===== src/sv/pwd_pkg.sv =====
// ----------------------------------------------------------------------------
// pwd_pkg: shared types and constants of the proximity wear detector
// Field widths, register map, wear codes and the control and status
// bundles passed between the detector modules.
// ----------------------------------------------------------------------------
`default_nettype none

package pwd_pkg;

   // default sizes of the window, warm-up and count field
   localparam int DEF_WINDOW_DEPTH = 200;
   localparam int DEF_WARMUP_TICKS = 400;
   localparam int DEF_COUNT_BITS   = 16;

   // field widths
   localparam int IN_BITS     = 16;
   localparam int SUM_BITS    = 24;
   localparam int FRAC_BITS   = 16;
   localparam int LEVEL_BITS  = SUM_BITS + FRAC_BITS;
   localparam int WEIGHT_BITS = 16;
   localparam int MARGIN_BITS = 16;
   localparam int PROD_BITS   = LEVEL_BITS + WEIGHT_BITS;
   localparam int WARM_BITS   = 9;

   localparam logic [WARM_BITS-1:0] WARM_MAX = '1;

   // register file
   localparam int CSR_ADDR_BITS = 5;
   localparam int CSR_DATA_BITS = 64;
   localparam int CSR_IDX_BITS  = 2;

   localparam logic [CSR_IDX_BITS-1:0] REG_POWER_ON_LEVEL = 2'd0;
   localparam logic [CSR_IDX_BITS-1:0] REG_MARGIN         = 2'd1;
   localparam logic [CSR_IDX_BITS-1:0] REG_FAST_WEIGHT    = 2'd2;
   localparam logic [CSR_IDX_BITS-1:0] REG_SLOW_WEIGHT    = 2'd3;

   localparam logic [MARGIN_BITS-1:0] MARGIN_RESET      = 16'd175;
   localparam logic [WEIGHT_BITS-1:0] FAST_WEIGHT_RESET = 16'd16384;
   localparam logic [WEIGHT_BITS-1:0] SLOW_WEIGHT_RESET = 16'd3277;

   // wear codes
   localparam logic [1:0] WEAR_UNDECIDED = 2'd0;
   localparam logic [1:0] WEAR_WORN      = 2'd1;
   localparam logic [1:0] WEAR_NOT_WORN  = 2'd2;

   // strobes that walk one average update through its stages
   typedef struct packed {
      logic load;    // take the window sum and form the difference
      logic step;    // multiply the difference by the weight
      logic commit;  // accumulate into the level
   } ema_ctl_type;

   // decision state presented on the result channel
   typedef struct packed {
      logic [1:0]            wear_code;
      logic                  indicator;
      logic                  ready;
      logic                  free_running;
      logic [LEVEL_BITS-1:0] on_level;
      logic [LEVEL_BITS-1:0] off_level;
   } status_type;

endpackage

`default_nettype wire


===== src/sv/pwd_ema.sv =====
// ----------------------------------------------------------------------------
// pwd_ema: one exponential average in Q24.16
// Difference, weight product and floored accumulate, one register apart.
// ----------------------------------------------------------------------------
`default_nettype none

module pwd_ema (
   input  wire logic                            clock,
   input  wire logic                            reset,
   input  wire pwd_pkg::ema_ctl_type            ctl,
   input  wire logic [pwd_pkg::LEVEL_BITS-1:0]  sumq,
   input  wire logic [pwd_pkg::WEIGHT_BITS-1:0] weight,
   output logic      [pwd_pkg::LEVEL_BITS-1:0]  level
);
   import pwd_pkg::*;

   logic [LEVEL_BITS-1:0] level_ff, level_in;
   logic [LEVEL_BITS-1:0] p_diff_ff;
   logic                  p_ge_ff;
   logic [PROD_BITS-1:0]  u_prod_ff;
   logic                  u_ge_ff;
   logic                  ge;
   logic [LEVEL_BITS-1:0] mag;
   logic                  round_up;

   assign ge = (sumq >= level_ff);

   always_ff @(posedge clock) begin
      if (ctl.load) begin
         p_ge_ff   <= ge;
         p_diff_ff <= ge ? (sumq - level_ff) : (level_ff - sumq);
      end
      if (ctl.step) begin
         u_ge_ff   <= p_ge_ff;
         u_prod_ff <= PROD_BITS'(p_diff_ff) * PROD_BITS'(weight);
      end
   end

   // floor toward minus infinity: a falling step rounds its magnitude up
   assign mag      = u_prod_ff[PROD_BITS-1:FRAC_BITS];
   assign round_up = ~u_ge_ff & (|u_prod_ff[FRAC_BITS-1:0]);
   assign level_in = u_ge_ff ? (level_ff + mag)
                             : (level_ff - mag - LEVEL_BITS'(round_up));

   always_ff @(posedge clock) begin
      if (reset) begin
         level_ff <= '0;
      end else if (ctl.commit) begin
         level_ff <= level_in;
      end
   end

   assign level = level_ff;

endmodule

`default_nettype wire


===== config.mk =====
export PLATFORM = sky130hd
export DESIGN_NAME = pwd_ema
export DESIGN_NICKNAME = d
export VERILOG_FILES = /design/src/sv/pwd_pkg.sv /design/src/sv/pwd_ema.sv
export SDC_FILE = /design/constraint.sdc
export NUM_CORES = 2
export LEC_CHECK = 0
export BUFFER_PORTS_ARGS = -buffer_cell sky130_fd_sc_hd__buf_2
export CAP_MARGIN = 25
export CORE_AREA = 2 2 339 341
export CTS_BUF_LIST = sky130_fd_sc_hd__clkbuf_16
export DETAILED_ROUTE_END_ITERATION = 8
export DIE_AREA = 0 0 341 343
export SETUP_SLACK_MARGIN = 0.15
export SYNTH_ARGS = -nofsm -noshare
export SYNTH_HDL_FRONTEND = slang
export SYNTH_SLANG_ARGS = --single-unit

===== constraint.sdc =====
create_clock -name clock -period 7.1 [get_ports clock]
set_clock_uncertainty 0.05 [all_clocks]
set_input_delay 0.355 -clock clock [delete_from_list [all_inputs] [get_ports clock]]
set_output_delay 0.355 -clock clock [all_outputs]
set_load 0.1 [all_outputs]

* After elaboration in Yosys (flattened, before gate mapping) *
Index checks and enable logic that the tools add are counted.

word-level totals
  input bits = 61
  RAM bits = 0
  word-level logic and storage cells = 17
  memories = 0
  bits in latches = 0
  bits in read-only memories = 0
  output and inout port bits = 40
  register bits after elaboration = 138

cells by class
  multiply operators = 1
  equal/unequal tests = 0
  add/sub/neg operators = 5
  bitwise gates (word level) = 2
  multiplexer cells = 2
  div/mod/pow operators = 0
  shift-type cells = 0
  $lt $le $gt $ge = 1
  reductions and logical operators = 1

operators by type and width
  operator          number
  $sub 40x40->40    3
  $mux 40           2
  $mul 40x16->56    1
  $add 40x40->40    1
  $ge 40x40->1      1
  $sub 40x1->40     1
  $reduce_or 16->1  1
  $and 1x1->1       1
  $not 1->1         1

* Depth between registers and ports, before layout *
  depth in word-level cells = 4
  gate-level depth with buffers = 26
  gate-level depth less buffers = 25

* Worst setup path before layout *
No wires, ideal clock.

  path kind = register -> register
  start point = register p_diff_ff[30]
  end point = register u_prod_ff[55], data pin
  buffers on the path = 2
  setup time = 265 ps
  period minus slack after synthesis = 6655 ps
  cell stages (with the launch flop) = 27
  required time = 6785 ps
  arrival time = 6340 ps
  setup slack = 445 ps
  path through = edfxtp_1 clkbuf_1 nand2_1 fa_1 inv_1 fa_1 inv_1 fa_1 inv_1 fa_1 fa_1 inv_1 fa_1 inv_1 ha_1 clkbuf_1 a2111oi_0 nand2_1 o21ai_0 a21o_1 o211a_1 a21oi_1 o211ai_1 a21oi_1 or2_1 a311oi_1 xnor2_1

between the ends
  longest elaborated chain between the ends = 1

ends and longest elaborated chain
  element                 RTL line       text
  start, declared         pwd_ema.sv:18  logic [LEVEL_BITS-1:0] p_diff_ff;
  start signal, assigned  pwd_ema.sv:31  p_diff_ff <= ge ? (sumq - level_ff) : (level_ff - sumq);
  $mul 40x16->56          pwd_ema.sv:35  u_prod_ff <= PROD_BITS'(p_diff_ff) * PROD_BITS'(weight);
  end signal, assigned    pwd_ema.sv:35
  end, declared           pwd_ema.sv:20  logic [PROD_BITS-1:0] u_prod_ff;

Every way passes these cells.
A chain may end at the register's enable or synchronous reset.

* Final worst setup path *
  start point = register p_diff_ff[5]
  end point = register u_prod_ff[51], data pin

The elaborated chain is that of the path after synthesis.

==> flow_metrics.env <==
export IMPL_status="finished clean"
export IMPL_hold_path_cell_count=4
export IMPL_holdBufCountCts=0
export IMPL_slew_headroom=0.3075
export IMPL_rrSetupSlack_ns=0.14
export IMPL_crit_path_end_kind="flop"
export IMPL_final_cell_mix="772 x inv_1, 585 x nand2_1, 531 x fa_1"
export IMPL_synth_ff_type="edfxtp_1"
export IMPL_cts_clk_slew_worst_paths_ns=0.07
export IMPL_drt_iter0_drc=1732
export IMPL_synthesis_area_um2=33730
export IMPL_r2r_end="u_prod_ff[51]"
export IMPL_io_pins=101
export IMPL_ant_nets=0
export IMPL_clockBufferDepth=2
export IMPL_root_buffer="clkbuf_16"
export IMPL_wl_per_cell_um=17.04
export IMPL_cp_arrival_ns=7.13
export IMPL_core_area_um2=113400
export IMPL_grt_pass1_vias=28250
export IMPL_die_h_um=343
export IMPL_initial_core_util=0.2974
export IMPL_critPathKind="reg2reg"
export IMPL_max_clock_freq_mhz=143.6
export IMPL_period_share=0.9806
export IMPL_numClockSinks=138
export IMPL_track_usage=0.1670
export IMPL_final_area_um2=38400
export IMPL_synth_seq_cells=138
export IMPL_drv_slew=0
export IMPL_via_count=27480
export IMPL_ys_seq_area_frac=0.1110
export IMPL_synthCells=4005
export IMPL_r2r_cells=25
export IMPL_drc=0
export IMPL_critPathSlowestCell="fa_1"
export IMPL_crit_fanout=6
export IMPL_portBuffers=100
export IMPL_htreeDepth=4
export IMPL_min_to="p_diff_ff[0]"
export IMPL_async_flop_share=0
export IMPL_gp_congestion=0.8804
export IMPL_r2r_start="p_diff_ff[5]"
export IMPL_place_area_um2=36910
export IMPL_cts_tree="done"
export IMPL_final_common_cell="inv_1"
export IMPL_synth_area_per_cell_um2=8.422
export IMPL_cts_buffers=17
export IMPL_grt_max_degree=58
export IMPL_hp_class="in2reg"
export IMPL_rsz0062_at_grt="yes"
export IMPL_vias_per_cell=4.830
export IMPL_area_growth_pct=13.85
export IMPL_finalSetupViolations=0
export IMPL_hold_viol=0
export IMPL_min_period_ns=6.963
export IMPL_crit_buf_inv=6
export IMPL_die_area_um2=117000
export IMPL_grt_overflow=0
export IMPL_hp_start="sumq[0]"
export IMPL_grt_pass1_wl_um=156400
export IMPL_cp_data_required_time_ns=7.27
export IMPL_crit_family="adder cells"
export IMPL_cp_common_cell="fa_1"
export IMPL_finalNetCount=5080
export IMPL_rows=124
export IMPL_wl_um=96960
export IMPL_drive_above_1_share=0.1087
export IMPL_nFillCells=11800
export IMPL_cpPeakStageDelay_ns=0.59
export IMPL_fp_dieW_um=341
export IMPL_place_hpwl_um=82270
export IMPL_insertion_delay_ns=0.46
export IMPL_worst_pin_slew_ns=1.039
export IMPL_cp_start_kind="flop"
export IMPL_maxCapViolCount=0
export IMPL_synth_edf_count=98
export IMPL_drt_first_pass_iters=5
export IMPL_antenna_found_initial=5
export IMPL_syn_nets=4923
export IMPL_yosysWarnings=0
export IMPL_yosysUniqueCellTypes=85
[cell families after synthesis]
kind of cell             Yosys count  synth area share
AND/OR/NAND/NOR                 1179            0.1618
multiplexers                      27          0.008198
buffers and inverters            955            0.1070
flip-flops                       138            0.1110
XOR/XNOR                         160           0.04155
adder cells (fa/ha/maj)          857            0.4370
AO/OA/AOI/OAI                    689            0.1335
[worst register-to-register path, stage by stage, from the launching register on]
cell	delay [ns]
edfxtp_1	0.52
buf_4	0.20
buf_6	0.12
and2_1	0.16
fa_1	0.48
fa_1	0.59
fa_2	0.49
fa_1	0.51
fa_1	0.50
inv_1	0.06
fa_1	0.48
inv_1	0.06
ha_4	0.28
a21oi_2	0.06
o22ai_2	0.18
o211ai_1	0.16
or3_1	0.41
o211a_4	0.29
a21oi_4	0.19
o211ai_1	0.11
buf_4	0.18
a21oi_4	0.13
or2_4	0.16
buf_6	0.11
a31oi_4	0.09
xnor2_2	0.16
[final cells by class]
cell class	instances	area (µm²)	share of cell area
Clock buffer	17	425.4	0.01108
Sequential cell	138	3744	0.09749
Inverter	780	2928	0.07625
Antenna cell	3	7.507	0.0001955
Multi-Input combinational cell	2912	26850	0.6993
Clock inverter	15	173.9	0.004529
Tap cell	1512	1892	0.04927
Timing Repair Buffer	313	2376	0.06188
[cell usage after synthesis, types with 22 or more instances]
cell type / number / area (µm²)
and2_1: 211 / 1320
mux2i_1: 22 / 220.2
xnor2_1: 113 / 989.7
dfxtp_1: 40 / 800.8
nand3_1: 29 / 145.1
clkbuf_1: 158 / 593.1
nor3_1: 25 / 125.1
edfxtp_1: 98 / 2943
inv_1: 780 / 2928
a31oi_1: 25 / 156.4
nand4_1: 32 / 200.2
ha_1: 322 / 4029
xor2_1: 47 / 411.6
nor2b_1: 23 / 143.9
a21o_1: 101 / 758.2
nand2_1: 588 / 2207
a211oi_1: 39 / 292.8
o21bai_1: 31 / 232.7
o21ai_0: 100 / 500.5
nor2_1: 171 / 641.9
a21oi_1: 235 / 1176
fa_1: 535 / 10710
[registers in the layout, summed over array words and instances, names as in the netlist]
signal     flops
u_prod_ff     56
level         40
p_diff_ff     40
p_ge_ff        1
u_ge_ff        1
[what timing repair did]
item | 4_1_cts | 5_1_grt
pin swaps | 9 | 53
endpoints found under the setup margin | 13 | 17
resized for setup | 25 | 84
setup buffers | 28 | 12
[per-layer routing]
layer | track usage | vias to the layer above | routed length, µm
met5 | 0 | - | 11
met4 | 0.05488 | 2 | 2826
met3 | 0.01435 | 123 | 4290
met2 | 0.2757 | 693 | 45460
met1 | 0.2306 | 13650 | 44370
li1 | - | 13020 | -
[how the worst max path moves through the flow]
| stage | startpoint | end | slack [ns] | cells after the start |
|---|---|---|---|---|
| after floorplan | p_diff_ff[30] | u_prod_ff[55] | 0.45 | 26 |
| after global placement | weight[1] | u_prod_ff[54] | -0.56 | 27 |
| after detailed placement | weight[1] | u_prod_ff[54] | -0.57 | 23 |
| after CTS | p_diff_ff[15] | u_prod_ff[54] | 0.15 | 25 |
| after global routing | p_diff_ff[5] | u_prod_ff[51] | -0.09 | 27 |
| final | p_diff_ff[5] | u_prod_ff[51] | 0.14 | 25 |
[stage by stage]
stage            util  setup WS, ns  TNS [ns]  cells  hold WS [ns]
2_1_floorplan       -        0.4450         0   4005        0.3503
3_3_place_gp   0.3255       -0.5584    -4.184   5614        0.3551
3_5_place_dp   0.3255       -0.5736    -4.203   5614        0.3606
4_1_cts        0.3341        0.1504         0   5674        0.3423
5_1_grt        0.3385      -0.08598   -0.2304   5687        0.3779
6_report       0.3386        0.1374         0   5690        0.3539
Power is not shown: default switching activity piles up to over one toggle a cycle in this logic, so the estimate is an artifact.
