**config.mk**
```make
export PLATFORM = sky130hd
export DESIGN_NAME = pwd_window
export DESIGN_NICKNAME = d
export VERILOG_FILES = /design/src/sv/pwd_pkg.sv /design/src/sv/pwd_ram.sv /design/src/sv/pwd_window.sv
export SDC_FILE = /design/constraint.sdc
export NUM_CORES = 2
export LEC_CHECK = 0
export ABC_AREA = 1
export BUFFER_PORTS_ARGS = -buffer_cell sky130_fd_sc_hd__buf_2
export CORE_ASPECT_RATIO = 0.5
export CORE_MARGIN = 2
export CORE_UTILIZATION = 25
export DETAILED_ROUTE_END_ITERATION = 10
export HOLD_SLACK_MARGIN = 0.1
export PLACE_DENSITY = 0.45
export SYNTH_ARGS = -nofsm -noshare
export SYNTH_HDL_FRONTEND = slang
export SYNTH_SLANG_ARGS = --single-unit
```
**constraint.sdc**
```tcl
create_clock -name clock -period 6.6 [get_ports clock]
set_clock_uncertainty 0.15 [all_clocks]
set_input_delay 0.99 -clock clock [delete_from_list [all_inputs] [get_ports clock]]
set_output_delay 0.99 -clock clock [all_outputs]
set_load 0.01 [all_outputs]
```
**src/sv/pwd_pkg.sv**
```systemverilog
// ----------------------------------------------------------------------------
// pwd_pkg: shared types and constants of the proximity wear detector
// Field widths, register map, wear codes and the control and status
// bundles passed between the detector modules.
// ----------------------------------------------------------------------------
`default_nettype none

package pwd_pkg;

   // default sizes of the window, warm-up and count field
   localparam int DEF_WINDOW_DEPTH = 200;
   localparam int DEF_WARMUP_TICKS = 400;
   localparam int DEF_COUNT_BITS   = 16;

   // field widths
   localparam int IN_BITS     = 16;
   localparam int SUM_BITS    = 24;
   localparam int FRAC_BITS   = 16;
   localparam int LEVEL_BITS  = SUM_BITS + FRAC_BITS;
   localparam int WEIGHT_BITS = 16;
   localparam int MARGIN_BITS = 16;
   localparam int PROD_BITS   = LEVEL_BITS + WEIGHT_BITS;
   localparam int WARM_BITS   = 9;

   localparam logic [WARM_BITS-1:0] WARM_MAX = '1;

   // register file
   localparam int CSR_ADDR_BITS = 5;
   localparam int CSR_DATA_BITS = 64;
   localparam int CSR_IDX_BITS  = 2;

   localparam logic [CSR_IDX_BITS-1:0] REG_POWER_ON_LEVEL = 2'd0;
   localparam logic [CSR_IDX_BITS-1:0] REG_MARGIN         = 2'd1;
   localparam logic [CSR_IDX_BITS-1:0] REG_FAST_WEIGHT    = 2'd2;
   localparam logic [CSR_IDX_BITS-1:0] REG_SLOW_WEIGHT    = 2'd3;

   localparam logic [MARGIN_BITS-1:0] MARGIN_RESET      = 16'd175;
   localparam logic [WEIGHT_BITS-1:0] FAST_WEIGHT_RESET = 16'd16384;
   localparam logic [WEIGHT_BITS-1:0] SLOW_WEIGHT_RESET = 16'd3277;

   // wear codes
   localparam logic [1:0] WEAR_UNDECIDED = 2'd0;
   localparam logic [1:0] WEAR_WORN      = 2'd1;
   localparam logic [1:0] WEAR_NOT_WORN  = 2'd2;

   // strobes that walk one average update through its stages
   typedef struct packed {
      logic load;    // take the window sum and form the difference
      logic step;    // multiply the difference by the weight
      logic commit;  // accumulate into the level
   } ema_ctl_type;

   // decision state presented on the result channel
   typedef struct packed {
      logic [1:0]            wear_code;
      logic                  indicator;
      logic                  ready;
      logic                  free_running;
      logic [LEVEL_BITS-1:0] on_level;
      logic [LEVEL_BITS-1:0] off_level;
   } status_type;

endpackage

`default_nettype wire

```
**src/sv/pwd_ram.sv**
```systemverilog
// ----------------------------------------------------------------------------
// pwd_ram: generic single-clock RAM
// One write port and one read port, read data registered.
// ----------------------------------------------------------------------------
`default_nettype none

module pwd_ram #(
   parameter int WIDTH = 16,
   parameter int DEPTH = 200,
   parameter int ADDR_BITS = (DEPTH > 1) ? $clog2(DEPTH) : 1
) (
   input  wire logic                 clock,
   input  wire logic                 we,
   input  wire logic [ADDR_BITS-1:0] waddr,
   input  wire logic [WIDTH-1:0]     wdata,
   input  wire logic                 re,
   input  wire logic [ADDR_BITS-1:0] raddr,
   output logic      [WIDTH-1:0]     rdata
);

   logic [WIDTH-1:0] mem [DEPTH];
   logic [WIDTH-1:0] rdata_ff;

   always_ff @(posedge clock) begin
      if (we) begin
         mem[waddr] <= wdata;
      end
      if (re) begin
         rdata_ff <= mem[raddr];
      end
   end

   assign rdata = rdata_ff;

endmodule

`default_nettype wire

```
**src/sv/pwd_window.sv**
```systemverilog
// ----------------------------------------------------------------------------
// pwd_window: moving window of pulse counts and its running sum
// Read the oldest count when an item is taken, retire it and store the new
// count in the following cycle while the sum is updated.
// ----------------------------------------------------------------------------
`default_nettype none

module pwd_window #(
   parameter int WINDOW_DEPTH = pwd_pkg::DEF_WINDOW_DEPTH,
   parameter int COUNT_BITS   = pwd_pkg::DEF_COUNT_BITS
) (
   input  wire logic                         clock,
   input  wire logic                         reset,
   input  wire logic                         accept,
   input  wire logic                         w_vld,
   input  wire logic [pwd_pkg::IN_BITS-1:0]  pulse_count,
   output logic      [pwd_pkg::SUM_BITS-1:0] total
);
   import pwd_pkg::*;

   localparam int XW    = (COUNT_BITS < IN_BITS) ? COUNT_BITS : IN_BITS;
   localparam int PTR_W = (WINDOW_DEPTH > 1) ? $clog2(WINDOW_DEPTH) : 1;
   localparam logic [PTR_W-1:0] PTR_LAST = PTR_W'(WINDOW_DEPTH - 1);

   logic [PTR_W-1:0]    ptr_ff, ptr_in;
   logic                wrapped_ff, wrapped_in;
   logic [PTR_W-1:0]    w_ptr_ff;
   logic [XW-1:0]       w_x_ff;
   logic                w_old_ok_ff;
   logic [SUM_BITS-1:0] total_ff, total_in;
   logic [XW-1:0]       old_count;
   logic [XW-1:0]       rd_count;

   pwd_ram #(
      .WIDTH (XW),
      .DEPTH (WINDOW_DEPTH)
   ) u_ram (
      .clock (clock),
      .we    (w_vld),
      .waddr (w_ptr_ff),
      .wdata (w_x_ff),
      .re    (accept),
      .raddr (ptr_ff),
      .rdata (rd_count)
   );

   // an entry is only real once the pointer has gone round the window
   always_comb begin
      ptr_in     = ptr_ff;
      wrapped_in = wrapped_ff;
      if (accept) begin
         if (ptr_ff == PTR_LAST) begin
            ptr_in     = '0;
            wrapped_in = 1'b1;
         end else begin
            ptr_in = ptr_ff + 1'b1;
         end
      end
   end

   assign old_count = w_old_ok_ff ? rd_count : '0;
   assign total_in  = w_vld ? (total_ff - SUM_BITS'(old_count) + SUM_BITS'(w_x_ff))
                            : total_ff;

   always_ff @(posedge clock) begin
      if (reset) begin
         ptr_ff     <= '0;
         wrapped_ff <= 1'b0;
         total_ff   <= '0;
      end else begin
         ptr_ff     <= ptr_in;
         wrapped_ff <= wrapped_in;
         total_ff   <= total_in;
      end
   end

   always_ff @(posedge clock) begin
      if (accept) begin
         w_ptr_ff    <= ptr_ff;
         w_x_ff      <= pulse_count[XW-1:0];
         w_old_ok_ff <= wrapped_ff;
      end
   end

   assign total = total_ff;

endmodule

`default_nettype wire

```
=== After elaboration in Yosys (flattened, before gate mapping) ===
Memory sizes are Yosys's and may differ from the RTL's. A register that Yosys moved wholly into a read port is not among the register bits.
Cells that the tools add are included.

* Equal/unequal tests: 1
* Muxes and demuxes: 4
* Add/subtract/negate cells: 3
* Reductions and logical operators: 1

{| class="wikitable"
|+ Operator list
! kind !! count
|-
| adder 24 x 16 -> 24 bit || 1
|-
| subtractor 24 x 16 -> 24 bit || 1
|-
| 2-to-1 mux 16 bit || 1
|-
| adder 8 x 1 -> 8 bit (second input constant) || 1
|-
| == test 8 bit (second input constant) || 1
|-
| 2-to-1 mux 8 bit || 1
|-
| 2-to-1 mux 1 bit || 2
|-
| AND reduction 2 bit || 1
|}

* Logic and storage cells: 16
* RAM bits: 3200
* Input bits: 20
* Output and inout port bits: 24
* Flip-flop bits (word level): 58
* Memories kept: 1

{| class="wikitable"
|+ Memory list
! name !! words !! bits a word !! rd ports !! clocked after Yosys merged registers in !! write ports !! RTL line !! RTL
|-
| u_ram.mem || 200 || 16 || 1 || 1 || 1 || pwd_ram.sv:21 || <nowiki>logic [WIDTH-1:0] mem [DEPTH];</nowiki>
|}

=== Logic depth before layout (Yosys ltp) ===
* Depth in word-level cells: 3
* Depth in mapped cells: 20
* Gate-level depth less buffers: 18

=== By module ===
From an unflattened synthesis, not the netlist that was laid out.

* Cell total of the unflattened synthesis: 11403
* Area total of the unflattened synthesis: 134480.2 um^2

{| class="wikitable"
|+ Modules (own cells, without submodules)
! module !! instances !! sequential area each (um^2) !! area an instance (um^2) !! cells each
|-
| pwd_ram || 1 || 96572.6 || 130079.8 || 10744
|-
| pwd_window || 1 || 1411.4 || 4400.5 || 659
|}

=== Worst setup path after synthesis ===
No wires, ideal clock.

* Path kind: register to register
* Start: register w_x_ff[2]
* End: register total_ff[13], in the netlist total[13]
* Data required time: 6.335 ns
* Path slack: 1.489 ns
* Library setup time: 0.115 ns
* Arrival: 4.845 ns
* Stages on the path, launching flop included: 15
* Cells stage by stage: edfxtp_1 -> inv_1 -> fa_1 -> inv_1 -> ha_1 -> nand2_1 -> nand3_1 -> nand2_1 -> nand2_1 -> a21boi_0 -> o21ai_0 -> nand2_1 -> nand2_1 -> o21ai_0 -> inv_1

* Word-level cells in the longest chain between the ends: 1

{| class="wikitable"
|+ RTL lines
! item !! RTL line !! RTL
|-
| start, declared || pwd_window.sv:28 || <nowiki>logic [XW-1:0] w_x_ff;</nowiki>
|-
| start signal, assigned || pwd_window.sv:80 || <nowiki>w_x_ff <= pulse_count[XW-1:0];</nowiki>
|-
| adder 24 x 16 -> 24 bit || pwd_window.sv:62 || <nowiki>assign total_in = w_vld ? (total_ff - SUM_BITS'(old_count) + SUM_BITS'(w_x_ff))</nowiki>
|-
| end signal, assigned || pwd_window.sv:73 || <nowiki>total_ff <= total_in;</nowiki>
|-
| end, declared || pwd_window.sv:30 || <nowiki>logic [SUM_BITS-1:0] total_ff, total_in;</nowiki>
|}

No other way between the ends.
A chain may end at the register's enable or synchronous reset.

==> flow_summary.yaml <==
detailed_routing:
  routed_wl_mm: 438
  dr.pass1.iters: 6
  drc_errors: 0
  wire_per_inst_um: 22.9
  vias: 88671
  detail-route-antenna-nets: 0
  drtIter0Drc: 9626
  vias_per_cell: 4.64
yosys:
  synth_top_area_share_pct: 72.1
  synth_most_common_cell: "edfxtp_1"
  synth_top_area_cell: "edfxtp_1"
  ys_seq_area_share_pct: 72.6
  yosysWarnings: 0
  synthDistinctLibCells: 37
  synth-main-ff-cell: "edfxtp_1"
  syn_inst: 11669
  syn_area_mm2: 0.135
  postSynthAreaPerCell_um2: 11.6
  syn-num-nets: 11730
  synth-async-reset-ratio_pct: 0
  ys_ff_latch: 3274
  synth_common_cells: "3241 x edfxtp_1, 3014 x nand2_1, 2049 x nand3_1"
  synth_edf_count: 3241
  synth_area_leaders: "edfxtp_1 72%, nand2_1 8.4%, nand3_1 7.6%"
sta:
  grt_setup_unrepaired: "no"
  tightest_slew_ps: 1270
  worst_slack_ps: 1930
  finalHoldViolCount: 0
  tns_ps: 0
  relSlewSlack_pct: 15.5
  fmax_mhz: 214
  slew_viol_final: 0
  layout_worst_path_cycle_share_pct: 70.7
  finalCriticalPeriod_ps: 4670
  setup_viol_count_final: 0
global_routing:
  grt_max_degree: 182
  grtUsageTotal_pct: 15.4
  grt_pass1_vias: 82967
  grt_pass1_wl_mm: 624
  grt-ovfl-total: 0
  antenna_found_initial: 22
die:
  io_pins: 44
  num_rows: 190
  start_util_pct: 25.2
  die_h_um: 524
  coreArea_mm2: 0.537
  die_area_mm2: 0.546
  dieWidth_mm: 1.04
finish:
  finalNonFillerCells: 19128
  synthToLayoutAreaGrowth_pct: 14.6
  drive_gt1_share_pct: 7.63
  final_nets: 11711
cts:
  cts.sinks: 3274
  cts-root-buf: "clkbuf_16"
  clockBufferDepth: 4
  insertion_delay_ps: 1000
  cts_resized: 0
  htreeDepth: 5
  cts_tree: "built"
  cts_buffers: 338
  clk_pin_slew_ps: 70
power_and_ir_drop:
  ir_drop_mv: 0.193
  finalPower_uw: 46400
  p_per_area_mw_per_mm2: 300
  leakage_uw: 0.0541
min_path:
  hold_depth: 0
  hold_path_class: "register to register"
worst_setup_path:
  cp.arrival_ps: 5240
  crit_type: "register to register"
  rr_worst_depth: 10
  cpPeakStageDelay_ps: 870
  cp_common_cell: "nand3_1"
  cp_cell_sequence: "inv_8 > buf_12 > o21ai_0 > nand3_1 > nand3_1 > nand2_1 > a21oi_1 > nand3_1 > nand3_1 > nand2_1"
  critPathMaxFanout: 142
  cp.required_ps: 7170
  crit_path_end_kind: "register"
  crit_slowest_cell: "dfxtp_4"
  startpoint_type: "register"
place:
  dpl.hpwl_mm: 236
  dpl_worst_slack_ps: 2090
  place_congestion: 0.806
  io_buffer_count: 43
  dp_cells: 18494
run:
  cap_violations: 0
outcome:
  status: "complete, no violations"
state kept, by name, indices dropped and copies added (netlist names):
name and cells:
u_ram.mem 3200, w_ptr_ff 8, w_x_ff 16, w_old_ok_ff 1, ptr_ff 8, total 24
u_ram.rdata 16, wrapped_ff 1
worst max-delay path: cells and delay by family (launching register included):
family          cells  cell delay [ps]
simple gates        6             1440
flops               1              870
compound gates      2              820
buf+inv             2              810
cells by family (layout without fill, tap and decap cells):
logic type / count (synthesis) / in the layout / share of synthesized area [%]
and+or+nand+nor: 6239 / 6239 / 19.3
DFF: 3274 / 3274 / 72.6
buffers and inverters: 1263 / 1515 / 4.10
AOI/OAI and AO/OA: 839 / 839 / 3.48
adders and majority gates: 41 / 41 / 0.469
xor gates and xnor gates: 13 / 13 / 0.0843
other: 0 / 7 / 0
metrics by stage:
stage	cell area [um2]	utilization [%]	hold slack (ps)
final	155000	28.8	291
after floorplan	135000	-	253
after global routing	155000	28.8	310
after CTS	155000	28.8	289
after global placement	144000	26.8	270
after detailed placement	144000	26.8	270
timing repair:
| action | CTS | global route |
|---|---|---|
| endpoints found under the setup margin | 0 | 0 |
| hold buffers | 16 | 0 |
| setup buffers | 0 | 0 |
| hold endpoints to repair | 16 | 0 |
worst paths after layout:
| kind | startpoint | end | slack, ps |
|---|---|---|---|
| min reg2reg | wrapped_ff | w_old_ok_ff | 290 |
| max | ptr_ff[0] | u_ram.rdata[15] | 1930 |
| min | wrapped_ff | w_old_ok_ff | 290 |
| max reg2reg | ptr_ff[0] | u_ram.rdata[15] | 1930 |
metal layers:
metal,wire length (um),vias up,track usage (%)
met5,7,-,0
met4,9000,2,3.32
met3,28200,515,2.19
met2,201000,2814,24.8
met1,199000,44711,22.0
li1,-,40629,-
power breakdown:
part / internal [uW] / total [uW] / switching [uW]
sequential: 23100 / 23200 / 118
clock: 10300 / 18800 / 8440
combinational: 1090 / 4390 / 3290
layout make-up:
type	count	area, um2
fillers	55144	382000
flip-flops and latches	3274	98000
multi-input cells	7132	31800
well taps	7200	9010
clock buffers	423	8910
repair buffers	374	3340
inverters	530	2020
clock inverters	188	1630
diodes	7	17.5
cells in the final DEF (no fill, tap or decap), types with 26 or more instances in the layout:
cell       count
edfxtp_1    3241
nand2_1     3012
nand3_1     2045
nor2_1      1057
o21ai_0      540
inv_1        522
clkbuf_16    344
buf_4        267
o211ai_1     149
clkinv_1      92
a21oi_1       81
clkbuf_1      78
nor2_2        74
clkinv_2      52
buf_12        48
buf_2         43
dfxtp_1       26
No activity file was read; power rests on OpenSTA's default activity.
