$ cat config.mk
export PLATFORM = sky130hd
export DESIGN_NAME = pwd_decide
export DESIGN_NICKNAME = d
export VERILOG_FILES = /design/src/sv/pwd_pkg.sv /design/src/sv/pwd_decide.sv
export SDC_FILE = /design/constraint.sdc
export NUM_CORES = 1
export LEC_CHECK = 0
export BUFFER_PORTS_ARGS = -buffer_cell sky130_fd_sc_hd__buf_2
export CORE_MARGIN = 10
export CORE_UTILIZATION = 35
export DETAILED_ROUTE_END_ITERATION = 6
export GPL_TIMING_DRIVEN = 0
export MAX_ROUTING_LAYER = met4
export RECOVER_POWER = 50
export SLEW_MARGIN = 20
export SYNTH_ARGS = -nofsm -noshare
export SYNTH_HDL_FRONTEND = slang
export SYNTH_SLANG_ARGS = --single-unit
$ cat constraint.sdc
create_clock -name clock -period 8.06 [get_ports clock]
set_input_delay 1.209 -clock clock [delete_from_list [all_inputs] [get_ports clock]]
set_output_delay 1.209 -clock clock [all_outputs]
set_load 0.01 [all_outputs]
$ cat src/sv/pwd_pkg.sv
// ----------------------------------------------------------------------------
// pwd_pkg: shared types and constants of the proximity wear detector
// Field widths, register map, wear codes and the control and status
// bundles passed between the detector modules.
// ----------------------------------------------------------------------------
`default_nettype none

package pwd_pkg;

   // default sizes of the window, warm-up and count field
   localparam int DEF_WINDOW_DEPTH = 200;
   localparam int DEF_WARMUP_TICKS = 400;
   localparam int DEF_COUNT_BITS   = 16;

   // field widths
   localparam int IN_BITS     = 16;
   localparam int SUM_BITS    = 24;
   localparam int FRAC_BITS   = 16;
   localparam int LEVEL_BITS  = SUM_BITS + FRAC_BITS;
   localparam int WEIGHT_BITS = 16;
   localparam int MARGIN_BITS = 16;
   localparam int PROD_BITS   = LEVEL_BITS + WEIGHT_BITS;
   localparam int WARM_BITS   = 9;

   localparam logic [WARM_BITS-1:0] WARM_MAX = '1;

   // register file
   localparam int CSR_ADDR_BITS = 5;
   localparam int CSR_DATA_BITS = 64;
   localparam int CSR_IDX_BITS  = 2;

   localparam logic [CSR_IDX_BITS-1:0] REG_POWER_ON_LEVEL = 2'd0;
   localparam logic [CSR_IDX_BITS-1:0] REG_MARGIN         = 2'd1;
   localparam logic [CSR_IDX_BITS-1:0] REG_FAST_WEIGHT    = 2'd2;
   localparam logic [CSR_IDX_BITS-1:0] REG_SLOW_WEIGHT    = 2'd3;

   localparam logic [MARGIN_BITS-1:0] MARGIN_RESET      = 16'd175;
   localparam logic [WEIGHT_BITS-1:0] FAST_WEIGHT_RESET = 16'd16384;
   localparam logic [WEIGHT_BITS-1:0] SLOW_WEIGHT_RESET = 16'd3277;

   // wear codes
   localparam logic [1:0] WEAR_UNDECIDED = 2'd0;
   localparam logic [1:0] WEAR_WORN      = 2'd1;
   localparam logic [1:0] WEAR_NOT_WORN  = 2'd2;

   // strobes that walk one average update through its stages
   typedef struct packed {
      logic load;    // take the window sum and form the difference
      logic step;    // multiply the difference by the weight
      logic commit;  // accumulate into the level
   } ema_ctl_type;

   // decision state presented on the result channel
   typedef struct packed {
      logic [1:0]            wear_code;
      logic                  indicator;
      logic                  ready;
      logic                  free_running;
      logic [LEVEL_BITS-1:0] on_level;
      logic [LEVEL_BITS-1:0] off_level;
   } status_type;

endpackage

`default_nettype wire

$ cat src/sv/pwd_decide.sv
// ----------------------------------------------------------------------------
// pwd_decide: warm-up tracking and wear decision
// Power-on compare against the stored level, then hysteresis on the
// fast-slow difference with level capture at each transition.
// ----------------------------------------------------------------------------
`default_nettype none

module pwd_decide #(
   parameter int WARMUP_TICKS = pwd_pkg::DEF_WARMUP_TICKS
) (
   input  wire logic                            clock,
   input  wire logic                            reset,
   input  wire logic                            fire,
   input  wire logic [pwd_pkg::LEVEL_BITS-1:0]  fast,
   input  wire logic [pwd_pkg::LEVEL_BITS-1:0]  slow,
   input  wire logic [pwd_pkg::LEVEL_BITS-1:0]  power_on_level,
   input  wire logic [pwd_pkg::MARGIN_BITS-1:0] margin,
   output pwd_pkg::status_type                  status
);
   import pwd_pkg::*;

   localparam int EW = LEVEL_BITS + 1;
   localparam logic [WARM_BITS-1:0] WARM_DONE = WARM_BITS'(WARMUP_TICKS);

   logic [WARM_BITS-1:0]  warm_ff, warm_in;
   logic                  ready_ff, ready_in;
   logic                  mode_ff, mode_in;
   logic [1:0]            wear_ff, wear_in;
   logic                  pin_ff, pin_in;
   logic [LEVEL_BITS-1:0] con_ff, con_in;
   logic [LEVEL_BITS-1:0] coff_ff, coff_in;
   logic signed [EW-1:0]  err;
   logic signed [EW-1:0]  pos_m;
   logic signed [EW-1:0]  neg_m;
   logic                  gt;
   logic                  lt;

   assign err   = $signed({1'b0, fast}) - $signed({1'b0, slow});
   assign pos_m = $signed(EW'({margin, {FRAC_BITS{1'b0}}}));
   assign neg_m = -pos_m;
   assign gt    = (err > pos_m);
   assign lt    = (err < neg_m);

   always_comb begin
      warm_in  = warm_ff;
      ready_in = ready_ff;
      mode_in  = mode_ff;
      wear_in  = wear_ff;
      con_in   = con_ff;
      coff_in  = coff_ff;
      pin_in   = pin_ff;

      if (!ready_ff) begin
         if (warm_ff >= WARM_DONE) begin
            ready_in = 1'b1;
         end
         if (warm_ff != WARM_MAX) begin
            warm_in = warm_ff + 1'b1;
         end
      end

      if (!mode_ff) begin
         if (ready_in) begin
            if (power_on_level > fast) begin
               wear_in = WEAR_WORN;
            end else begin
               mode_in = 1'b1;
               wear_in = WEAR_NOT_WORN;
            end
            if (gt && wear_in != WEAR_NOT_WORN) begin
               wear_in = WEAR_NOT_WORN;
               mode_in = 1'b1;
            end
         end
      end else begin
         if (lt && wear_ff != WEAR_WORN) begin
            wear_in = WEAR_WORN;
            con_in  = fast;
         end
         if (gt && wear_in != WEAR_NOT_WORN) begin
            wear_in = WEAR_NOT_WORN;
            coff_in = fast;
         end
      end

      priority if (wear_in == WEAR_WORN) begin
         pin_in = 1'b1;
      end else if (wear_in == WEAR_NOT_WORN) begin
         pin_in = 1'b0;
      end else begin
         pin_in = pin_ff;
      end
   end

   always_ff @(posedge clock) begin
      if (reset) begin
         warm_ff  <= '0;
         ready_ff <= 1'b0;
         mode_ff  <= 1'b0;
         wear_ff  <= WEAR_UNDECIDED;
         pin_ff   <= 1'b0;
         con_ff   <= '0;
         coff_ff  <= '0;
      end else if (fire) begin
         warm_ff  <= warm_in;
         ready_ff <= ready_in;
         mode_ff  <= mode_in;
         wear_ff  <= wear_in;
         pin_ff   <= pin_in;
         con_ff   <= con_in;
         coff_ff  <= coff_in;
      end
   end

   always_comb begin
      status.wear_code    = wear_ff;
      status.indicator    = pin_ff;
      status.ready        = ready_ff;
      status.free_running = mode_ff;
      status.on_level     = con_ff;
      status.off_level    = coff_ff;
   end

endmodule

`default_nettype wire

### Word level (Yosys, flattened, before mapping)

Index checks and enable logic that the tools add are counted.

| cells by class | value |
|---|---|
| add/subtract/negate cells | 3 |
| order comparisons | 4 |
| equality and inequality tests | 6 |
| mux-type cells | 17 |
| bitwise operators | 1 |
| reductions and logical operators | 8 |

Operators by type and width:

| cell | count |
|---|---|
| greater-than comparator 41 x 33 -> 1 bit | 1 |
| < comparator 41 bit | 1 |
| negation 32 -> 41 bit | 1 |
| subtractor 40 x 40 -> 41 bit | 1 |
| greater-than comparator 40 bit | 1 |
| 2-to-1 mux 2 bit | 9 |
| adder 9 x 1 -> 9 bit, second input constant | 1 |
| >= comparator 9 bit, second input constant | 1 |
| inequality test 9 bit, second input constant | 1 |
| AND reduction 3 bit | 3 |
| 2-to-1 mux 1 bit | 8 |
| inequality test 2 bit, second input constant | 2 |
| logical AND 1 bit | 3 |
| == test 2 x 1 -> 1 bit, second input constant | 1 |
| == test 2 bit, second input constant | 1 |
| inequality test 2 x 1 -> 1 bit, second input constant | 1 |
| AND reduction 2 bit | 1 |
| nonzero test 2 bit | 1 |
| NOT 1 bit | 1 |

| word-level totals | value |
|---|---|
| register bits after elaboration | 94 |
| bits of input ports | 139 |
| output and inout bits | 85 |
| logic and storage cells | 46 |

### Longest topological paths before layout

Gate-level depths: netlist of run 1.

| depth | value |
|---|---|
| depth after elaboration | 13 |
| gate-level depth with buffers | 28 |

### Worst setup path before layout of run 1

Ideal clock, no wire load.

| timing | value |
|---|---|
| kind | input-to-reg |
| start | in fast[0] (netlist name) |
| end | reg pin_ff |
| setup time | 0.128 ns |
| arrival time | 5.805 ns |
| setup slack | 2.127 ns |
| stages on the path | 26 |
| path buffers | 0 |
| cells stage by stage | inv_1 -> ha_1 -> fa_1 -> nand2b_1 -> a21oi_1 -> o21ai_1 -> o31ai_1 -> a21oi_1 -> o21ai_0 -> xor2_1 -> ha_1 -> nand4_1 -> a2111oi_0 -> nand2_1 -> a211oi_1 -> o221a_2 -> nand3_1 -> o41ai_1 -> and4b_1 -> a31oi_4 -> a31oi_1 -> a21o_1 -> ha_1 -> nor2b_1 -> mux2i_1 -> nor2_1 |

| between the ends | value |
|---|---|
| longest elaborated chain between the ends | 12 |
| elaborated cells on any way between the ends | 23 |
| classes of those cells | add/sub (1); order compare (3); eq/ne (4); mux (10); reduce/logical (5) |

RTL lines:

| element | RTL line | source |
|---|---|---|
| start, declared | pwd_decide.sv:14 | `input wire logic [pwd_pkg::LEVEL_BITS-1:0] fast,` |
| subtractor 40 x 40 -> 41 bit / greater-than comparator 40 bit (equally long branches) | pwd_decide.sv:38, pwd_decide.sv:64 |  |
| < comparator 41 bit / 2-to-1 mux 2 bit (equally long branches) | pwd_decide.sv:42, pwd_decide.sv:64 |  |
| logical AND 1 bit / 2-to-1 mux 2 bit (equally long branches) | pwd_decide.sv:76, pwd_decide.sv:63 |  |
| 2-to-1 mux 2 bit, on equally long branches | pwd_decide.sv:76, pwd_decide.sv:62 |  |
| 2-to-1 mux 2 bit / inequality test 2 bit (equally long branches) | pwd_decide.sv:62, pwd_decide.sv:70 |  |
| inequality test 2 bit / logical AND 1 bit (equally long branches) | pwd_decide.sv:80, pwd_decide.sv:70 |  |
| logical AND 1 bit / 2-to-1 mux 2 bit (equally long branches) | pwd_decide.sv:80, pwd_decide.sv:70 |  |
| 2-to-1 mux 2 bit, on equally long branches | pwd_decide.sv:80, pwd_decide.sv:63 |  |
| 2-to-1 mux 2 bit * | pwd_decide.sv:62 | `if (!mode_ff) begin` |
| net wear_in[0] | pwd_decide.sv:28 | `logic [1:0] wear_ff, wear_in;` |
| == test 2 x 1 -> 1 bit / == test 2 bit (equally long branches) | pwd_decide.sv:86, pwd_decide.sv:88 |  |
| nonzero test 2 bit (no line) | -- |  |
| AND reduction 2 bit (no line) | -- |  |
| end signal, assigned | pwd_decide.sv:109 | `pin_ff <= pin_in;` |
| end, declared | pwd_decide.sv:29 | `logic pin_ff, pin_in;` |

The timed path passes the listed nets; every way through them passes the cells marked *. The select of a mux whose other input is x is not followed.
A chain may end at the register's enable or synchronous reset.

### Worst setup path after layout of run 1

Same ends and word-level chain as after synthesis.

==> reports/summary.txt, run 1 <==
Achievable Freq = 0.133 GHz
Seq/Total Area, Yosys = 21.4%
Remaining DRCs = 0
Initial drt markers = 589
Multiplexer share of the synthesized area = 9.66%
Cell mode on critical path = ha_1
Startpoint Class = input pin
Largest net degree at the start of global routing = 17
Area Overhead vs Synth = 20.0%
Setup WS pre-CTS = 0.275 ns
Mean number of vias per cell = 5.17
Drt wl/cell = 17.6 um
Non-filler cells, final = 1,716
Critical path arrival = 7.74 ns
Seq. cell area = 1880 um2
WHS Endpoint = coff_ff[7]
Xor/xnor share of the synthesized area = 4.27%
Status = completed
Setup Viol. Count Final = 0
Avg Inst Size Synth = 7.72 um2
Congestion Overflow GR = 0
Hold Crit Depth = 2
R2r endpoint = warm_ff[7]
TritonRoute pass-1 iters = 5
WL final = 30,200 um
Layout cell share with drive strength beyond 1 = 14.0%
Slew at the pin closest to its max-slew limit = 1.10 ns
TritonCTS Sinks = 94
Worst VDD drop = 0.102 mV
Simple-gate share of the synthesized area = 20.5%
CTS tree = built
Clock skew = 0.00807 ns
Leak Pwr = 4.75 nW
Chip width = 179 um
Async SR Flop Fraction = 0%
Clock tree buffer depth = 2
Yosys warns = 0
Initial antenna violation count = 6
Post-route setup slack = 0.553 ns
Adder-Cell Fraction of Synth Area = 17.9%
PwrDens = 138 nW/um2
Hold Fails Final Rpt = 0
Layout Nets = 1,638
Port Buf Inserts = 221
I/O Pins = 224
Fin. max-slew vios = 0
Crit Path Max Fanout = 5
Total CTS buffers = 9
Multi-input logic area = 6200 um2
Tcrit/Tclk final = 93.1%
Initial Util = 35.3%
Hold_buf cts = 0
Global-route wire length before repair = 46,400 um
Worst Setup End Kind = flop
Die area = 31,900 um2
Max-Cap Viols = 0
H-tree Lvls = 3
Largest family of logic cells by synthesized area = simple AND/OR/NAND/NOR gates
Cells after Synth = 1,142
Vias in the first global route = 8,616
Crit Path Class = in2reg
Worst hold start = coff_ff[7]
Core Rows = 58
Worst slew margin = 25.7%
CP required = 8.29 ns
Seq cells post-synth = 94
GRT Util Overall = 18.9%
Post-synthesis compound-gate area fraction = 18.0%
Reg clk slew, reported paths = 0.07 ns
CP max-delay cell = o41ai_1
Post-synth EDFFs = 0
Synth Cell Area = 8810 um2
Filler Cell Count = 2,682
Unique cell type count in the Yosys netlist = 73
Final HPWL DP = 25,200 um
Die height = 179 um
Worst reg2reg setup slack = 5.70 ns
Root buf cell = clkbuf_16
Antenna Nets Post-Route = 0
Fin crit period = 7.51 ns
Worst hold-check path type = reg2reg
# resized after CTS = 0
Primary FF master, synth = dfxtp_1
Setup Fix Bufs, Post-CTS = 0
WHS = 0.459 ns
Insertion delay to the later sink of the worst-skew pair = 0.35 ns
RSZ-0062 raised after global routing = no
Net Count, Synth = 1,406
Vias = 8,869
Core ar. = 25,000 um2
R2R depth = 9
FF-to-FF Start = warm_ff[0]
Placed cells = 1,693
Fin Setup TNS = 0 ns
GP Congestion = 0.933
Slowest cell delay on critical path = 0.63 ns
[power by group]
group	switching (mW)	leakage, nW	internal (mW)	total [mW]
Clock	0.202	0.160	0.282	0.484
Combinational	0.309	3.83	0.202	0.511
Sequential	0.000952	0.757	0.465	0.466
Total	0.512	4.75	0.949	1.46
[logic make-up after synthesis]
group	count (synthesis)
simple gates	394
mux	85
xor+xnor	43
compound gates	239
buf+inv	161
flops	94
fa+ha+maj	126
[synthesized netlist by cell type, drive strengths merged, types with 5 or more instances]
cell	instances	area [um2]
a211oi	19	148
a21o	23	173
a21oi	70	365
a31oi	11	83.8
and3	9	56.3
buf	23	208
clkbuf	24	90.1
dfxtp	94	1880
ha	124	1550
inv	114	428
mux2i	85	851
nand2	153	574
nand2b	6	37.5
nand3	18	90.1
nand4	29	181
nor2	114	428
nor2b	8	50.1
nor3	17	96.4
nor3b	5	37.5
nor4	13	96.3
o211ai	17	128
o21a	10	75.1
o21ai	43	219
o21bai	5	37.5
o31ai	5	37.5
or3	6	37.5
xnor2	23	201
xor2	20	175
[layer usage]
| layer | vias to the layer above | track usage [%] | part of all wire (%) | routed length (um) |
|---|---|---|---|---|
| li1 | 4487 | - | - | - |
| met1 | 4109 | 23.7 | 45 | 13600 |
| met2 | 248 | 31.1 | 48 | 14600 |
| met3 | 25 | 2.76 | 4.8 | 1470 |
| met4 | 0 | 5.24 | 1.8 | 542 |
| met5 | - | - | 0 | 0 |
[metrics by stage]
| stage | util [%] | power (mW) | instance area (um2) |
|---|---|---|---|
| floorplan | - | 0.821 | 8810 |
| global placement | 41.4 | 0.972 | 10300 |
| detailed placement | 41.4 | 0.978 | 10300 |
| CTS | 42.7 | 1.47 | 10700 |
| global route | 42.3 | 1.55 | 10600 |
| finish | 42.4 | 1.46 | 10600 |
[how the worst max path moves through the flow]
stage	cells after the start	start	endpoint	slack, ns
floorplan	26	fast[0]	pin_ff	2.13
global placement	26	fast[0]	pin_ff	0.32
detailed placement	26	fast[0]	pin_ff	0.28
CTS	26	fast[0]	pin_ff	0.61
global route	27	fast[0]	pin_ff	0.11
finish	27	fast[0]	pin_ff	0.55
[area by class of cell]
type,count,area share [%]
Buffer,47,2.82
Multi-Input combinational cell,887,58.7
Inverter,114,4.05
Tap cell,330,3.91
Clock buffer,10,2.26
Antenna cell,7,0.166
Timing Repair Buffer,221,9.48
Clock inverter,6,0.852
Sequential cell,94,17.8
[flip-flops by register name (all words and copies together) (netlist names)]
| signal | count |
|---|---|
| wear_ff | 2 |
| mode_ff | 1 |
| pin_ff | 1 |
| ready_ff | 1 |
| warm_ff | 9 |
| coff_ff | 40 |
| con_ff | 40 |
[placed cells by master, fill, tap and decap left out, drive strengths merged, types with 3 or more instances in the layout]
cell     instances
inv            116
or3              6
a211oi          19
ha             124
nand3b           3
a21oi           70
nand3           18
nor2           114
diode            7
xnor2           23
nand4           29
and3             9
buf            159
o21bai           5
o211ai          17
dfxtp           94
nor3            17
nor4            13
a21o            23
nand2b           6
mux2i           85
o21a            10
a211o            4
a31oi           11
o21ai           43
nand2          153
and2             4
a21boi           3
nor2b            8
clkbuf         119
o31ai            5
xor2            20
or2              4
a2111oi          3
nor3b            5
[worst max-delay path, delay by kind of cell]
family | cells | cell delay (ns)
AO/OA/AOI/OAI | 12 | 3.60
AND/OR/NAND/NOR | 7 | 1.15
adder cells (fa/ha/maj) | 4 | 1.04
XOR/XNOR | 1 | 0.34
multiplexers | 1 | 0.21
buffers and inverters | 2 | 0.20
No activity file was read; power rests on OpenSTA's default activity.
==> inputs of run 2 (changes only) <==
--- a/config.mk
+++ b/config.mk
@@ -7,10 +7,11 @@
 export LEC_CHECK = 0
 export BUFFER_PORTS_ARGS = -buffer_cell sky130_fd_sc_hd__buf_2
 export CORE_MARGIN = 10
-export CORE_UTILIZATION = 35
+export CORE_UTILIZATION = 50
 export DETAILED_ROUTE_END_ITERATION = 6
 export GPL_TIMING_DRIVEN = 0
 export MAX_ROUTING_LAYER = met4
+export PLACE_DENSITY = 0.76
 export RECOVER_POWER = 50
 export SLEW_MARGIN = 20
 export SYNTH_ARGS = -nofsm -noshare
==> run 2 against run 1 <==
Net effect:
- design area shrank 1.6%
- worst hold slack lost 0.0012 ns
- final cell count shrank 6.3%
- total power shrank 3.7%
- via count grew 1.9%
- clock skew shrank 0.0034 ns
- flip-flop and latch count is the same
- utilization grew 18 points
- register-to-register slack is essentially flat
- critical path type unchanged
==> reports/summary.txt, run 2 (same netlist as run 1, synthesis figures left out) <==
Placed inst area = 10,200 um2 (-1.3%)
Non-filler cells, final = 1,608 (-6.3%)
Slew at the pin closest to its max-slew limit = 0.941 ns (-0.162 ns)
Vias = 9,039 (+1.9%)
I/O Pins = 224 (unchanged)
Congestion Overflow GR = 0 (unchanged)
Remaining DRCs = 0 (unchanged)
PwrDens = 135 nW/um2 (-2.1%)
Layout Nets = 1,638 (unchanged)
Filler Cell Count = 1,686 (-37%)
Worst slew margin = 37.1% (+11 points)
# resized after CTS = 0 (unchanged)
GRT Util Overall = 24.0% (+5.1 points)
Worst VDD drop = 0.0786 mV (-23%)
Fin Setup TNS = 0 ns (unchanged)
Area Overhead vs Synth = 18.1%
Die area = 23,300 um2 (-27%)
TritonRoute pass-1 iters = 5 (unchanged)
Final HPWL DP = 23,500 um (-6.9%)
Die height = 153 um (-15%)
Setup Viol. Count Final = 0 (unchanged)
Total CTS buffers = 9 (unchanged)
Global-route wire length before repair = 45,500 um (-2.1%)
WL final = 28,400 um (-6.2%)
Critical path startpoint = fast[0]
Initial Util = 50.9% (+16 points)
Clock tree buffer depth = 2 (unchanged)
H-tree Lvls = 3 (unchanged)
Hold Fails Final Rpt = 0 (unchanged)
GP Congestion = 0.968 (+3.8%)
Mean number of vias per cell = 5.62 (+8.8%)
Crit Path Max Fanout = 5 (unchanged)
WHS Endpoint = coff_ff[8]
Crit Path Class = in2reg
CTS tree = built
Hold Crit Depth = 2 (unchanged)
Root buf cell = clkbuf_16
Initial antenna violation count = 5 (-1)
Critical path arrival = 7.74 ns (about the same)
Chip width = 153 um (-15%)
Status = completed
Setup WS pre-CTS = 0.254 ns (-0.0206 ns)
Hold_buf cts = 0 (unchanged)
TritonCTS Sinks = 94 (unchanged)
Commonest non-fill, non-tap cell in the layout = nand2_1
Most frequent cells in the layout = 153 x nand2_1, 150 x buf_2, 124 x ha_1
Post-route setup slack = 0.553 ns (+0.000770 ns)
Max-Cap Viols = 0 (unchanged)
Largest net degree at the start of global routing = 17 (unchanged)
Startpoint Class = input pin
Port Buf Inserts = 221 (unchanged)
R2R depth = 9 (unchanged)
R2r endpoint = warm_ff[7]
Drt wl/cell = 17.6 um (about the same)
Antenna Nets Post-Route = 0 (unchanged)
Tcrit/Tclk final = 93.1% (about the same)
Placed cells = 1,588 (-6.2%)
Total power = 1.41 mW (-3.7%)
Worst reg2reg setup slack = 5.69 ns (about the same)
Vias in the first global route = 8,987 (+4.3%)
Fin crit period = 7.51 ns (-0.000770 ns)
Initial drt markers = 695 (+18%)
Core Rows = 48 (-17%)
Achievable Freq = 0.133 GHz (about the same)
Worst hold start = coff_ff[8]
Worst hold-check path type = reg2reg
Clock skew = 0.00468 ns (-0.00339 ns)
Largest regs = coff_ff (40), con_ff (40), warm_ff (9)
Reg clk slew, reported paths = 0.07 ns (about the same)
Final Instance Area = 10,400 um2 (-1.6%)
FF-to-FF Start = warm_ff[0]
CP required = 8.29 ns (about the same)
WHS = 0.458 ns (-0.00122 ns)
Leak Pwr = 4.74 nW (-0.28%)
Insertion delay to the later sink of the worst-skew pair = 0.35 ns (about the same)
Worst Setup End Kind = flop
Layout cell share with drive strength beyond 1 = 13.9% (-0.062 points)
Final core utilization = 60.1% (+18 points)
Setup Fix Bufs, Post-CTS = 0 (unchanged)
Fin. max-slew vios = 0 (unchanged)
RSZ-0062 raised after global routing = no
Core ar. = 17,300 um2 (-31%)
-- run 2: cell types whose count changed in the layout (fill, tap and decap cells not counted) --
cell and delta:
clkinv_4 +2, diode_2 -2, a2111oi_0 -1, a2111oi_1 +1, bufinv_16 -1, clkbuf_8 -1, clkinvlp_4 -1
-- run 2: metal layers --
layer	GRT usage, %	routed length [um]
met2	39.1	13500
met4	8.76	860
met5	-	0
met3	5.08	1610
met1	28.6	12300
-- run 2: layout make-up --
type	count	area (um2)	share of cell area, %
Sequential cell	94	1880	18.1
Multi-Input combinational cell	887	6200	59.6
Inverter	114	428	4.11
Clock inverter	6	70.1	0.673
Tap cell	225	282	2.71
Antenna cell	5	12.5	0.120
Timing Repair Buffer	221	1000	9.63
Buffer	47	298	2.86
Clock buffer	9	225	2.16
-- run 2: worst max path at each step --
stage                  end  slack [ns]  cells past startpoint
CTS                 pin_ff        0.60                     27
floorplan           pin_ff        2.13                     26
finish              pin_ff        0.55                     27
detailed placement  pin_ff        0.25                     27
global placement    pin_ff        0.32                     27
global route        pin_ff        0.14                     27
-- run 2: report_power, final --
group          leakage (nW)  switching (mW)  internal, mW
registers             0.757        0.000945         0.465
logic                  3.83           0.302         0.201
clock network         0.146           0.197         0.242
total                  4.74           0.499         0.908
-- run 2: critical path, cell delays in order --
cell	delay, ns
buf_2	0.14
inv_1	0.05
ha_1	0.22
fa_1	0.41
nand2b_1	0.22
a21oi_1	0.24
o21ai_1	0.19
o311ai_0	0.71
nand3_1	0.15
nand2_1	0.11
xor2_1	0.24
ha_1	0.18
nand4_1	0.08
a2111oi_1	0.76
nand2_1	0.13
a211oi_1	0.19
o221a_2	0.20
nand3_1	0.09
o41ai_1	0.60
and4b_1	0.35
a31oi_4	0.14
a31oi_1	0.38
a21o_1	0.13
ha_1	0.22
nor2b_1	0.14
mux2i_1	0.20
nor2_1	0.05
==> inputs of run 3 (changes only) <==
--- a/config.mk
+++ b/config.mk
@@ -5,13 +5,14 @@
 export SDC_FILE = /design/constraint.sdc
 export NUM_CORES = 1
 export LEC_CHECK = 0
+export ABC_AREA = 1
 export BUFFER_PORTS_ARGS = -buffer_cell sky130_fd_sc_hd__buf_2
 export CORE_MARGIN = 10
 export CORE_UTILIZATION = 50
 export DETAILED_ROUTE_END_ITERATION = 6
 export GPL_TIMING_DRIVEN = 0
 export MAX_ROUTING_LAYER = met4
-export PLACE_DENSITY = 0.76
+export PLACE_DENSITY = 0.75
 export RECOVER_POWER = 50
 export SLEW_MARGIN = 20
 export SYNTH_ARGS = -nofsm -noshare
==> run 3 against run 2 <==
Net effect:
- largest cell class unchanged
- largest power group unchanged
- final cell count increased by 24%
- sequential power is essentially flat
- die area rose by 5.4%
- via count rose by 16%
- sequential share of layout area decreased by 0.92 points
- design area increased by 5.3%
- non-clock buffer count decreased by 9
==> reports/summary.txt, run 3 <==
Seq cells post-synth = 94 (unchanged)
Congestion Overflow GR = 0 (unchanged)
Total power = 1.41 mW (+0.30%)
Total CTS buffers = 9 (unchanged)
Clock tree buffer depth = 2 (unchanged)
Commonest non-fill, non-tap cell in the layout = nand2_1
Slew at the pin closest to its max-slew limit = 0.549 ns (-0.392 ns)
CTS tree = built
Post-synth EDFFs = 0 (unchanged)
Cell accounting for the most synthesized area = dfxtp_1
WHS = 0.446 ns (-0.0117 ns)
Die area = 24,600 um2 (+5.4%)
Vias = 10,500 (+16%)
Clock skew = 0.00378 ns (-0.000898 ns)
CP required = 8.29 ns (about the same)
Root buf cell = clkbuf_16
Primary FF master, synth = dfxtp_1
Area Overhead vs Synth = 17.1%
Port Buf Inserts = 221 (unchanged)
Crit Path Class = in2reg
Status = completed
CP max-delay cell = fa_1
Antenna Nets Post-Route = 0 (unchanged)
GP Congestion = 0.969 (+0.10%)
Achievable Freq = 0.162 GHz (+21%)
Leak Pwr = 5.80 nW (+22%)
Filler Cell Count = 1,904 (+13%)
Worst hold-check path type = reg2reg
Setup Fix Bufs, Post-CTS = 0 (unchanged)
GRT Util Overall = 24.9% (+0.89 points)
Layout cell share with drive strength beyond 1 = 11.1% (-2.9 points)
Largest regs = coff_ff (40), con_ff (40), warm_ff (9)
TritonCTS Sinks = 94 (unchanged)
Slowest cell delay on critical path = 0.41 ns (-0.35 ns)
Hold_buf cts = 0 (unchanged)
TritonRoute pass-1 iters = 5 (unchanged)
Largest net degree at the start of global routing = 15 (-2)
Cells after Synth = 1,523 (+33%)
Layout Nets = 2,019 (+23%)
Worst VDD drop = 0.0982 mV (+25%)
Synth Cell Area = 9360 um2 (+6.2%)
Final core utilization = 60.2% (about the same)
Max-Cap Viols = 0 (unchanged)
Seq/Total Area, Yosys = 20.1% (-1.3 points)
Placed inst area = 10,800 um2 (+5.4%)
Net Count, Synth = 1,787 (+27%)
Critical path arrival = 6.42 ns (-1.32 ns)
Tcrit/Tclk final = 76.8% (-16 points)
Yosys warns = 0 (unchanged)
Avg Inst Size Synth = 6.15 um2 (-20%)
Insertion delay to the later sink of the worst-skew pair = 0.34 ns (about the same)
Worst slew margin = 63.4% (+26 points)
Vias in the first global route = 9,953 (+11%)
Global-route wire length before repair = 48,400 um (+6.4%)
Remaining DRCs = 0 (unchanged)
Synth area leaders = dfxtp_1 20%, ha_1 17%, nand2_1 16%
Fin crit period = 6.19 ns (-1.32 ns)
Setup Viol. Count Final = 0 (unchanged)
Hold Fails Final Rpt = 0 (unchanged)
H-tree Lvls = 3 (unchanged)
Core Rows = 49 (+2.1%)
Initial Util = 51.4% (+0.47 points)
Core ar. = 18,200 um2 (+5.3%)
PwrDens = 129 nW/um2 (-4.8%)
RSZ-0062 raised after global routing = no
Initial drt markers = 701 (+0.86%)
Chip width = 157 um (+2.7%)
Async SR Flop Fraction = 0% (unchanged)
Drt wl/cell = 15.7 um (-11%)
Mean number of vias per cell = 5.26 (-6.4%)
Unique cell type count in the Yosys netlist = 43 (-41%)
Commonest cells in the netlist = 408 x nand2_1, 311 x inv_1, 156 x a21oi_1
WL final = 31,300 um (+10%)
I/O Pins = 224 (unchanged)
Reg clk slew, reported paths = 0.06 ns (about the same)
Worst Setup End Kind = flop
Cell mode on critical path = nand2_1
# resized after CTS = 0 (unchanged)
Final HPWL DP = 26,700 um (+14%)
Fin. max-slew vios = 0 (unchanged)
Top-count cell post-synth = nand2_1
Yosys top cell area share = 20.1% (-1.3 points)
Fin Setup TNS = 0 ns (unchanged)
Initial antenna violation count = 6 (+1)
Final Instance Area = 11,000 um2 (+5.3%)
Most frequent cells in the layout = 408 x nand2_1, 311 x inv_1, 156 x a21oi_1
Startpoint Class = input pin
Die height = 157 um (+2.7%)
Crit Path Max Fanout = 6 (+1)
-- run 3: cell count changes after synthesis, moves of 9 or more --
cell      change
a211oi_1     -14
nand4_1      +38
nor4_1        -9
xnor2_1      -12
a21oi_1      +90
nor2_1       -26
a21o_1       -18
and3_1        -9
inv_1       +198
mux2i_1      -85
o21ai_0      +10
o211ai_1     -15
nand2_1     +255
nand3_1      +29
-- run 3: per-layer routing --
layer / vias up / routed length [um] / track usage, %
met5: - / 0 / -
met4: 0 / 1130 / 10.9
met3: 68 / 2060 / 3.18
met2: 368 / 15000 / 42.8
met1: 4697 / 13100 / 28.5
li1: 5365 / - / -
-- run 3: through the flow --
stage               worst slack (ns)  cells
CTS                             2.02   1989
global placement                1.75   1973
detailed placement              1.68   1973
finish                          1.87   1995
floorplan                       2.99   1523
global route                    1.47   1995
-- run 3: area by class of cell --
cell class | count | area (um2) | area share (%)
multi-input combinational | 1074 | 6110 | 55.7
sequential | 94 | 1880 | 17.2
inverter | 317 | 1190 | 10.9
timing repair buffer | 221 | 1000 | 9.14
tap | 229 | 287 | 2.61
clock buffer | 13 | 250 | 2.28
buffer | 38 | 183 | 1.67
clock inverter | 3 | 43.8 | 0.400
antenna | 6 | 15.0 | 0.137
-- run 3: final timing paths --
path | endpoint | depth (start not counted) | slack (ns) | from
worst max-delay path | pin_ff | 33 | 1.87 | fast[0]
worst min-delay path | con_ff[2] | 2 | 0.45 | con_ff[2]
worst max register to register | warm_ff[6] | 12 | 5.85 | warm_ff[0]
worst min register to register | con_ff[2] | 2 | 0.45 | con_ff[2]
-- run 3: power by group --
part           internal, mW  switching, mW
sequential            0.467        0.00194
combinational         0.192          0.331
clock                 0.249          0.171
-- run 3: critical path: cells and delay by family --
family	cells	cell delay (ns)
adder cells (fa/ha/maj)	4	1.19
buffers and inverters	3	0.34
AND/OR/NAND/NOR	18	2.18
XOR/XNOR	1	0.30
AO/OA/AOI/OAI	7	1.18
-- run 3: logic make-up (layout without fill, tap and decap cells) --
family / after synthesis / after routing / share of synthesized area [%]
simple gates: 663 / 663 / 30.7
buf+inv: 355 / 592 / 14.7
compound gates: 252 / 252 / 14.6
fa+ha+maj: 125 / 125 / 16.8
flops: 94 / 94 / 20.1
xor+xnor: 34 / 34 / 3.18
other cells: 0 / 6 / 0
